**src/rtl/quic_transport_param_parser_macros.svh**
```systemverilog
// Assertion macros for the transport parameter parser.
// Included by the top level; no other dependencies.
`ifndef QUIC_TRANSPORT_PARAM_PARSER_MACROS_SVH
`define QUIC_TRANSPORT_PARAM_PARSER_MACROS_SVH
`ifndef SYNTHESIS
// Same-cycle implication, disabled during reset.
`define QTP_ASSERT_NOW(label, clk, rst_n, ante, cons) \
    label: assert property (@(posedge clk) disable iff (!rst_n) (ante) |-> (cons)) \
        else $error("assertion failed");
// Next-cycle implication, disabled during reset.
`define QTP_ASSERT_NEXT(label, clk, rst_n, ante, cons) \
    label: assert property (@(posedge clk) disable iff (!rst_n) (ante) |=> (cons)) \
        else $error("assertion failed");
`else
`define QTP_ASSERT_NOW(label, clk, rst_n, ante, cons)
`define QTP_ASSERT_NEXT(label, clk, rst_n, ante, cons)
`endif
`endif

```
**src/rtl/quic_tp_pkg.sv**
```systemverilog
// Types, constants and id classification helpers for the transport parameter parser.
// No dependencies.
`default_nettype none
package quic_tp_pkg;
    localparam int MAX_CID_BYTES      = 20;
    localparam int RESET_TOKEN_BYTES  = 16;
    localparam int MIN_DATAGRAM_BYTES = 1200;
    localparam int PREF_FIXED         = 4 + 2 + 16 + 2 + 1 + RESET_TOKEN_BYTES;
    localparam int FIFO_DEPTH         = 4;

    localparam logic [1:0] KIND_INT  = 2'd0;
    localparam logic [1:0] KIND_BYTE = 2'd1;
    localparam logic [1:0] KIND_FLAG = 2'd2;
    localparam logic [1:0] KIND_END  = 2'd3;

    localparam logic [2:0] ST_OK        = 3'd0;
    localparam logic [2:0] ST_TRUNC     = 3'd1;
    localparam logic [2:0] ST_DUP       = 3'd2;
    localparam logic [2:0] ST_SRV_ONLY  = 3'd3;
    localparam logic [2:0] ST_FORMAT    = 3'd4;
    localparam logic [2:0] ST_LIMIT     = 3'd5;
    localparam logic [2:0] ST_FINAL     = 3'd6;

    localparam logic [2:0] REG_OWNER    = 3'd0;
    localparam logic [2:0] REG_UDP      = 3'd1;
    localparam logic [2:0] REG_ACK_EXP  = 3'd2;
    localparam logic [2:0] REG_ACK_DLY  = 3'd3;
    localparam logic [2:0] REG_CID_LIM  = 3'd4;

    localparam logic [4:0] ID_STREAMS_BIDI = 5'd8;
    localparam logic [4:0] ID_STREAMS_UNI  = 5'd9;
    localparam logic [4:0] ID_UDP          = 5'd3;
    localparam logic [4:0] ID_ACK_EXP      = 5'd10;
    localparam logic [4:0] ID_ACK_DLY      = 5'd11;
    localparam logic [4:0] ID_FLAG         = 5'd12;
    localparam logic [4:0] ID_PREF_ADDR    = 5'd13;
    localparam logic [4:0] ID_CID_LIM      = 5'd14;
    localparam logic [4:0] ID_TOKEN        = 5'd2;
    localparam logic [4:0] ID_MAX_KNOWN    = 5'd16;

    typedef struct packed {
        logic [1:0]  kind;
        logic [4:0]  param_id;
        logic [61:0] param_value;
        logic [5:0]  byte_offset;
        logic [2:0]  status;
        logic        last;
    } t_result;

    function automatic logic is_integer_id(input logic [4:0] id);
        is_integer_id = (id == 5'd1) || (id >= 5'd3 && id <= 5'd11) || (id == 5'd14);
    endfunction

    function automatic logic is_cid_id(input logic [4:0] id);
        is_cid_id = (id == 5'd0) || (id == 5'd15) || (id == 5'd16);
    endfunction

    function automatic logic is_server_only(input logic [4:0] id);
        is_server_only = (id == 5'd0) || (id == 5'd2) || (id == 5'd13) || (id == 5'd16);
    endfunction
endpackage
`default_nettype wire

```
**src/rtl/quic_transport_param_parser.sv**
```systemverilog
// Byte-serial parser of a transport parameter block with a small result queue.
// Depends on quic_tp_pkg and quic_transport_param_parser_macros.svh.
`default_nettype none
`include "quic_transport_param_parser_macros.svh"
// The parser takes one byte of a transport parameter block per cycle and
// emits at most two result transactions per byte: one parameter report and,
// on the last byte, the end status. The whole decode of a byte is a single
// pass of combinational logic from the parse state registers to a four-entry
// result queue, so a byte transaction is accepted every cycle as long as the
// queue has room for two results; the queue drains one result per cycle, and
// a stalled output only blocks input once three or more results are waiting.
// The results of an accepted byte are registered straight into the queue.
// The user must write the default-value registers through the APB port only
// while no block bytes are in flight; the block itself does not enforce this.
// A write updates the held value of a parameter not yet seen in this block.
module quic_transport_param_parser (
    input  wire logic        i_clk,
    input  wire logic        i_rst_n,
    input  wire logic        i_valid,
    output logic             o_ready,
    input  wire logic [7:0]  i_data_byte,
    input  wire logic        i_byte_present,
    input  wire logic        i_end_of_block,
    output logic             o_valid,
    input  wire logic        i_ready,
    output logic [1:0]       o_kind,
    output logic [4:0]       o_param_id,
    output logic [61:0]      o_param_value,
    output logic [5:0]       o_byte_offset,
    output logic [2:0]       o_status,
    output logic             o_last,
    input  wire logic        psel,
    input  wire logic        penable,
    input  wire logic        pwrite,
    input  wire logic [4:0]  paddr,
    input  wire logic [31:0] pwdata,
    output logic [31:0]      prdata,
    output logic             pready
);
    import quic_tp_pkg::*;

    typedef enum logic [2:0] {
        PH_ID0, PH_ID1, PH_LEN0, PH_LEN1, PH_VAL, PH_ERR
    } t_phase;

    // Parse state.
    t_phase      r_phase, n_phase;
    logic [61:0] r_acc, n_acc;
    logic [2:0]  r_vleft, n_vleft;
    logic [4:0]  r_id, n_id;
    logic        r_known, n_known;
    logic [61:0] r_bleft, n_bleft;
    logic [5:0]  r_off, n_off;
    logic [61:0] r_len, n_len;
    logic [16:0] r_seen, n_seen;
    logic [2:0]  r_err, n_err;
    logic [61:0] r_held_udp, n_held_udp;
    logic [61:0] r_held_exp, n_held_exp;
    logic [61:0] r_held_dly, n_held_dly;
    logic [61:0] r_held_cid, n_held_cid;

    // Configuration registers.
    logic        r_owner, n_owner;
    logic [15:0] r_def_udp, n_def_udp;
    logic [7:0]  r_def_exp, n_def_exp;
    logic [15:0] r_def_dly, n_def_dly;
    logic [7:0]  r_def_cid, n_def_cid;

    // Result queue.
    t_result     r_fifo [FIFO_DEPTH];
    logic [1:0]  r_head, n_head;
    logic [1:0]  r_tail, n_tail;
    logic [2:0]  r_count, n_count;

    logic        in_acc, out_acc, cfg_wr;
    t_result     res0, res1;
    logic        res0_v, res1_v;
    logic [2:0]  end_status;
    logic [61:0] acc_first, acc_more, need;
    logic [2:0]  left_first, left_more;
    logic        id_fire, len_fire, int_fire;
    logic        final_bad;

    assign in_acc  = i_valid && o_ready;
    assign out_acc = o_valid && i_ready;
    assign cfg_wr  = psel && penable && pwrite && pready;
    assign pready  = 1'b1;
    assign o_ready = (r_count <= 3'(FIFO_DEPTH - 2));
    assign o_valid = (r_count != 3'd0);

    assign o_kind        = r_fifo[r_head].kind;
    assign o_param_id    = r_fifo[r_head].param_id;
    assign o_param_value = r_fifo[r_head].param_value;
    assign o_byte_offset = r_fifo[r_head].byte_offset;
    assign o_status      = r_fifo[r_head].status;
    assign o_last        = r_fifo[r_head].last;

    always_comb begin
        case (paddr[4:2])
            REG_OWNER:   prdata = {31'd0, r_owner};
            REG_UDP:     prdata = {16'd0, r_def_udp};
            REG_ACK_EXP: prdata = {24'd0, r_def_exp};
            REG_ACK_DLY: prdata = {16'd0, r_def_dly};
            REG_CID_LIM: prdata = {24'd0, r_def_cid};
            default:     prdata = 32'd0;
        endcase
    end

    // Varint helpers: start from a first byte, or shift in a following byte.
    assign acc_first  = {56'd0, i_data_byte[5:0]};
    assign left_first = 3'((4'd1 << i_data_byte[7:6]) - 4'd1);
    assign acc_more   = {r_acc[53:0], i_data_byte};
    assign left_more  = r_vleft - 3'd1;
    assign need       = {58'd0, 4'(4'd1 << i_data_byte[7:6])};

    always_comb begin
        n_phase = r_phase;  n_acc = r_acc;  n_vleft = r_vleft;  n_id = r_id;
        n_known = r_known;  n_bleft = r_bleft;  n_off = r_off;  n_len = r_len;
        n_seen = r_seen;  n_err = r_err;
        n_held_udp = r_held_udp;  n_held_exp = r_held_exp;
        n_held_dly = r_held_dly;  n_held_cid = r_held_cid;
        n_owner = r_owner;  n_def_udp = r_def_udp;  n_def_exp = r_def_exp;
        n_def_dly = r_def_dly;  n_def_cid = r_def_cid;
        res0 = '0;  res0_v = 1'b0;  res1 = '0;  res1_v = 1'b0;
        id_fire = 1'b0;  len_fire = 1'b0;  int_fire = 1'b0;
        end_status = ST_OK;  final_bad = 1'b0;

        if (in_acc && i_byte_present) begin
            case (r_phase)
                PH_ID0, PH_LEN0: begin
                    n_acc   = acc_first;
                    n_vleft = left_first;
                    if (left_first == 3'd0) begin
                        id_fire  = (r_phase == PH_ID0);
                        len_fire = (r_phase == PH_LEN0);
                    end else begin
                        n_phase = (r_phase == PH_ID0) ? PH_ID1 : PH_LEN1;
                    end
                end
                PH_ID1, PH_LEN1: begin
                    n_acc   = acc_more;
                    n_vleft = left_more;
                    if (left_more == 3'd0) begin
                        id_fire  = (r_phase == PH_ID1);
                        len_fire = (r_phase == PH_LEN1);
                    end
                end
                PH_VAL: begin
                    n_off   = r_off + 6'd1;
                    n_bleft = r_bleft - 62'd1;
                    if (!r_known) begin
                        if (n_bleft == 62'd0) n_phase = PH_ID0;
                    end else if (is_integer_id(r_id)) begin
                        if (r_off == 6'd0) begin
                            if (need > r_len) begin
                                n_err = ST_TRUNC;  n_phase = PH_ERR;
                            end else if (need < r_len) begin
                                n_err = ST_FORMAT; n_phase = PH_ERR;
                            end else begin
                                n_acc    = acc_first;
                                n_vleft  = left_first;
                                int_fire = (left_first == 3'd0);
                            end
                        end else begin
                            n_acc    = acc_more;
                            n_vleft  = left_more;
                            int_fire = (left_more == 3'd0);
                        end
                    end else if (r_id == ID_PREF_ADDR && r_off == 6'd24 &&
                                 (i_data_byte == 8'd0 ||
                                  i_data_byte > 8'(MAX_CID_BYTES) ||
                                  r_len != 62'(PREF_FIXED) + {54'd0, i_data_byte})) begin
                        n_err = ST_FORMAT; n_phase = PH_ERR;
                    end else begin
                        res0_v = 1'b1;
                        res0.kind        = KIND_BYTE;
                        res0.param_id    = r_id;
                        res0.param_value = {54'd0, i_data_byte};
                        res0.byte_offset = r_off;
                        if (n_bleft == 62'd0) n_phase = PH_ID0;
                    end
                end
                default: begin
                end
            endcase
        end

        // Identifier complete: only ids up to sixteen are tracked.
        if (id_fire) begin
            n_known = (n_acc <= {57'd0, ID_MAX_KNOWN});
            n_id    = n_known ? n_acc[4:0] : 5'd0;
            n_phase = PH_LEN0;
        end

        // Length complete: duplicate, role and length checks, and the flag report.
        if (len_fire) begin
            n_len   = n_acc;
            n_bleft = n_acc;
            n_off   = 6'd0;
            n_phase = (n_acc == 62'd0) ? PH_ID0 : PH_VAL;
            if (r_known) begin
                if (r_seen[r_id]) begin
                    n_err = ST_DUP; n_phase = PH_ERR;
                end else begin
                    n_seen[r_id] = 1'b1;
                    if (!r_owner && is_server_only(r_id)) begin
                        n_err = ST_SRV_ONLY; n_phase = PH_ERR;
                    end else if (r_id == ID_FLAG) begin
                        if (n_acc != 62'd0) begin
                            n_err = ST_FORMAT; n_phase = PH_ERR;
                        end else begin
                            res0_v = 1'b1;
                            res0.kind        = KIND_FLAG;
                            res0.param_id    = r_id;
                            res0.param_value = 62'd1;
                        end
                    end else if (is_integer_id(r_id)) begin
                        if (n_acc == 62'd0) begin
                            n_err = ST_TRUNC; n_phase = PH_ERR;
                        end
                    end else if (is_cid_id(r_id)) begin
                        if (n_acc > 62'(MAX_CID_BYTES)) begin
                            n_err = ST_FORMAT; n_phase = PH_ERR;
                        end
                    end else if (r_id == ID_TOKEN) begin
                        if (n_acc != 62'(RESET_TOKEN_BYTES)) begin
                            n_err = ST_FORMAT; n_phase = PH_ERR;
                        end
                    end else if (n_acc < 62'(PREF_FIXED)) begin
                        n_err = ST_FORMAT; n_phase = PH_ERR;
                    end
                end
            end
        end

        // Integer value complete: stream limit check, held value update and report.
        if (int_fire) begin
            if ((r_id == ID_STREAMS_BIDI || r_id == ID_STREAMS_UNI) &&
                n_acc > (62'd1 << 60)) begin
                n_err = ST_LIMIT; n_phase = PH_ERR;
            end else begin
                if (r_id == ID_UDP)     n_held_udp = n_acc;
                if (r_id == ID_ACK_EXP) n_held_exp = n_acc;
                if (r_id == ID_ACK_DLY) n_held_dly = n_acc;
                if (r_id == ID_CID_LIM) n_held_cid = n_acc;
                n_phase = PH_ID0;
                res0_v = 1'b1;
                res0.kind        = KIND_INT;
                res0.param_id    = r_id;
                res0.param_value = n_acc;
            end
        end

        // End of block: report status, then return to the empty block state.
        if (in_acc && i_end_of_block) begin
            final_bad = (n_held_udp < 62'(MIN_DATAGRAM_BYTES)) ||
                        (n_held_udp > 62'd65527) || (n_held_exp > 62'd20) ||
                        (n_held_dly >= (62'd1 << 14)) || (n_held_cid < 62'd2);
            if (n_phase == PH_ERR)      end_status = n_err;
            else if (n_phase != PH_ID0) end_status = ST_TRUNC;
            else if (final_bad)         end_status = ST_FINAL;
            else                        end_status = ST_OK;
            res1_v = 1'b1;
            res1.kind   = KIND_END;
            res1.status = end_status;
            res1.last   = 1'b1;
            n_phase = PH_ID0;  n_acc = '0;  n_vleft = '0;  n_id = '0;
            n_known = 1'b0;  n_bleft = '0;  n_len = '0;  n_off = '0;
            n_seen = '0;  n_err = ST_OK;
            n_held_udp = {46'd0, r_def_udp};
            n_held_exp = {54'd0, r_def_exp};
            n_held_dly = {46'd0, r_def_dly};
            n_held_cid = {54'd0, r_def_cid};
        end

        if (cfg_wr) begin
            case (paddr[4:2])
                REG_OWNER: n_owner = pwdata[0];
                REG_UDP: begin
                    n_def_udp = pwdata[15:0];
                    if (!n_seen[ID_UDP]) n_held_udp = {46'd0, pwdata[15:0]};
                end
                REG_ACK_EXP: begin
                    n_def_exp = pwdata[7:0];
                    if (!n_seen[ID_ACK_EXP]) n_held_exp = {54'd0, pwdata[7:0]};
                end
                REG_ACK_DLY: begin
                    n_def_dly = pwdata[15:0];
                    if (!n_seen[ID_ACK_DLY]) n_held_dly = {46'd0, pwdata[15:0]};
                end
                REG_CID_LIM: begin
                    n_def_cid = pwdata[7:0];
                    if (!n_seen[ID_CID_LIM]) n_held_cid = {54'd0, pwdata[7:0]};
                end
                default: begin
                end
            endcase
        end

        n_head  = out_acc ? r_head + 2'd1 : r_head;
        n_tail  = r_tail + 2'(res0_v) + 2'(res1_v);
        n_count = r_count + 3'(res0_v) + 3'(res1_v) - 3'(out_acc);
    end

    always_ff @(posedge i_clk) begin
        if (!i_rst_n) begin
            r_phase <= PH_ID0;  r_acc <= '0;  r_vleft <= '0;  r_id <= '0;
            r_known <= 1'b0;  r_bleft <= '0;  r_off <= '0;  r_len <= '0;
            r_seen <= '0;  r_err <= ST_OK;
            r_held_udp <= 62'd65527;  r_held_exp <= 62'd3;
            r_held_dly <= 62'd25;  r_held_cid <= 62'd2;
            r_owner <= 1'b0;  r_def_udp <= 16'd65527;  r_def_exp <= 8'd3;
            r_def_dly <= 16'd25;  r_def_cid <= 8'd2;
            r_head <= '0;  r_tail <= '0;  r_count <= '0;
        end else begin
            r_phase <= n_phase;  r_acc <= n_acc;  r_vleft <= n_vleft;  r_id <= n_id;
            r_known <= n_known;  r_bleft <= n_bleft;  r_off <= n_off;  r_len <= n_len;
            r_seen <= n_seen;  r_err <= n_err;
            r_held_udp <= n_held_udp;  r_held_exp <= n_held_exp;
            r_held_dly <= n_held_dly;  r_held_cid <= n_held_cid;
            r_owner <= n_owner;  r_def_udp <= n_def_udp;  r_def_exp <= n_def_exp;
            r_def_dly <= n_def_dly;  r_def_cid <= n_def_cid;
            r_head <= n_head;  r_tail <= n_tail;  r_count <= n_count;
        end
        // Queue entries carry payload only and need no reset.
        if (res0_v) r_fifo[r_tail] <= res0;
        if (res1_v) r_fifo[r_tail + 2'(res0_v)] <= res1;
    end

    `QTP_ASSERT_NOW(a_queue_bound, i_clk, i_rst_n, 1'b1, r_count <= 3'(FIFO_DEPTH))
    `QTP_ASSERT_NOW(a_last_is_end, i_clk, i_rst_n, o_valid && o_last, o_kind == KIND_END)
    `QTP_ASSERT_NEXT(a_end_clears, i_clk, i_rst_n, in_acc && i_end_of_block, r_phase == PH_ID0 && r_seen == '0)
endmodule
`default_nettype wire
```
**config.mk**
```make
export PLATFORM = sky130hd
export DESIGN_NAME = quic_transport_param_parser
export DESIGN_NICKNAME = d
export VERILOG_FILES = /design/src/rtl/quic_tp_pkg.sv /design/src/rtl/quic_transport_param_parser.sv
export VERILOG_INCLUDE_DIRS = /design/src /design/src/rtl
export SDC_FILE = /design/constraint.sdc
export NUM_CORES = 2
export LEC_CHECK = 0
export BUFFER_PORTS_ARGS = -buffer_cell sky130_fd_sc_hd__buf_2
export CAP_MARGIN = 20
export CORE_UTILIZATION = 40
export CTS_CLUSTER_SIZE = 30
export DETAILED_ROUTE_END_ITERATION = 7
export MAX_ROUTING_LAYER = met4
export SYNTH_ARGS = -nofsm -noshare
export SYNTH_HDL_FRONTEND = slang
export SYNTH_SLANG_ARGS = --single-unit
```
**constraint.sdc**
```tcl
create_clock -name i_clk -period 8.4 [get_ports i_clk]
set_input_delay 0.84 -clock i_clk [delete_from_list [all_inputs] [get_ports i_clk]]
set_output_delay 0.84 -clock i_clk [all_outputs]
set_load 0.1 [all_outputs]
```
==> results.md <==
- Pwr dens: 222 mW/mm2
- Num rows: 111
- Worst skew pair latency: 680 ps
- Ys Warns: 0
- Worst hold path type: primary input to flip-flop
- Share of layout cells above drive strength 1: 0.120
- Wire length on met2: 63,100 um
- Flops & latches, synth: 828
- HPWL after DPL: 89,400 um
- Placed Cells: 5,689
- H-Tree Depth: 3
- Crit share post-route: 0.794
- Status: complete, no violations
- Die area: 0.0949 mm2
- Final setup viols: 0
- DRT antenna net count: 0
- CP Launch Type: flip-flop
- Vias/cell: 5.91
- Share of the synthesized area in the top cell type: 0.429
- Hold Fails Final Rpt: 0
- Post-CTS setup buffer count: 0
- Core outline area: 0.0922 mm2
- Global-route wire length before repair: 207,000 um
- Critical path peak fanout: 17
- Leakage: 15.2 nW
- Synthesized instance count: 4,584
- Crit path max-delay family: simple AND/OR/NAND/NOR gates
- Async SR Flop Fraction: 0
- CP Launch Point: r_id[1]
- Clock sinks: 828
- DRT iter0 DRCs: 4,048
- Tightest Pin Transition: 1260 ps
- Chip width: 308 um
- Fillers: 9,095
- Distinct cells, synth: 91
- Largest net degree at the start of global routing: 208
- Layout Skew: 55.7 ps
- DR pass1 iterations: 6
- CTS clock-pin slew for the worst setup and hold paths: 60 ps
- Leading post-synthesis cells by cell area: dfxtp_1, nand2_1, nor2_1
- Routed met1 length: 59,800 um
- WP buf/inv: 0
- Inserted Clock Buffers: 93
- Clk root buf: clkbuf_16
- Relative slew slack: 0.162
- Required time worst endpoint: 8750 ps
- Initial core utilization: 0.406
- Top_reg_cell synth: dfxtp_1
- CP Cell Sequence: nand2b_1, a311oi_2, nand3_1, or3_1, nor2_1, o211ai_1, a2111oi_2, nand4_1, or4_1, or4_4, a32oi_1, nor3_1
- Placed Area: 0.0393 mm2
- Vias in the first global route: 31,900
- Total power: 9.45 mW
- Pins Over Slew Limit: 0
- GR Overflow Total: 0
- Setup CP Type: flip-flop to flip-flop
- Post_cts resized: 0
- Worst reg2reg startpoint: r_id[1]
- Post-synthesis sequential area ratio: 0.449
- Area growth from synthesis to layout: 13.5%
- Setup_tns: 0 ps
- Syn avg cell area: 8.18 um2
- Hold path startpoint: pwdata[8]
- Io pins: 168
- IO buf count: 132
- Design area: 0.0426 mm2
- Vias post-DR: 34,700
- Final GP Congestion: 0.984
- Max Used Layer: met4
- Mapped Area: 0.0375 mm2
- Antenna violations before repair: 4
- Routed wire per std cell: 23.4 um
- Crit path DAT: 7020 ps
- Post-synth EDFFs: 24
- Max cap viols: 0
- RSZ-0062 raised after global routing: false
- Clk buf depth: 3
- CTS tree: built
- Slowest-stage cell, CP: dfxtp_1
- Remaining DRCs: 0
- Drt total wl: 138,000 um
- Area leader, netlist: dfxtp_1
- Chip height: 308 um
- CTS Hold Buffers Added: 0
- CP max stage delay: 850 ps
- Routed met3 length: 10,200 um
- Global Route Usage Sum: 0.293
- Fmax: 150 MHz
- Min Tclk post-route: 6670 ps
- Non-filler cells, final: 5,866
- Crit. End Element: flip-flop
- Layout Nets: 4,615
- Worst vdd ir: 0.000156 V
final cells by class:
type	count	area [um2]	share of cell area
timing repair buffer	248	1620	0.0381
inverter	36	135	0.00318
clock inverter	40	586	0.0138
antenna	6	15.0	0.000353
clock buffer	129	2640	0.0621
tap	1243	1560	0.0365
sequential	828	16800	0.395
multi-input combinational	3336	19200	0.451
synthesized netlist by cell type, drive strengths merged, types with 34 or more instances:
master  count
dfxtp     804
nand2     755
nor2      750
a21oi     405
clkbuf    336
a211oi    323
o21ai     121
nor4      112
nor3       91
mux4       83
buf        63
nand3      63
a22oi      56
a31oi      44
nand4      41
inv        36
a21boi     34
worst paths after layout:
path / end / slack [ps] / cells past startpoint
hold / removal: r_def_udp[8] / 420 / 3
hold reg to reg: r_fifo[1][33] / 450 / 2
setup / recovery: r_fifo[3][2] / 1730 / 12
setup reg to reg: r_fifo[3][2] / 1730 / 12
tightest hold or removal path: stages:
cell and delay [ps]:
buf_2 110, nand2_1 50, nand3_1 60
power by group:
part           leakage, nW  switching, mW  internal, mW  total (mW)
clock network         1.58           1.73          2.55        4.28
logic                 6.87          0.775         0.301        1.08
registers             6.71          0.103          3.99        4.09
layer usage:
metal  GRT usage  vias to the layer above
met3      0.0426                      228
met1       0.394                    16800
li1            -                    16200
met4      0.0990                        0
met2       0.450                     1401
met5           -                        -
registers in the layout, summed over array words and instances (netlist names), 5 cells and up, named ones only:
signal,flops
r_len,62
r_off,6
r_def_dly,16
r_acc,62
r_id,5
r_seen,17
r_fifo,316
r_def_udp,16
r_held_exp,62
r_held_dly,48
r_held_cid,61
r_def_exp,8
r_bleft,62
r_def_cid,8
r_held_udp,59
stage by stage:
step	util	hold WS, ps	setup slack [ps]
after floorplan	-	429	2870
after global placement	0.426	435	1480
after detailed placement	0.426	441	1330
after CTS	0.461	393	1980
after global routing	0.461	430	1430
final	0.461	417	1730
cells in the final DEF (no fill, tap or decap), types with 83 or more instances in the layout:
master and count:
dfxtp_1 802, nand2_1 750, nor2_1 747, a21oi_1 404, a211oi_1 322, buf_2 132
o21ai_0 115, nor4_1 109, buf_4 108, clkbuf_16 93, nor3_1 85, mux4_2 83
cells by family (layout without fill, tap and decap cells):
kind of cell    count (synthesis)  after routing  share of synthesized area
compound gates               1162           1162                      0.203
mux                           109            109                     0.0568
flops                         828            828                      0.449
other cells                     2             23                   0.000200
fa+ha+maj                      18             18                    0.00641
simple gates                 1994           1994                      0.231
xor+xnor                       36             36                    0.00841
buf+inv                       435            453                     0.0460
Power figures use the tool's default switching activity.
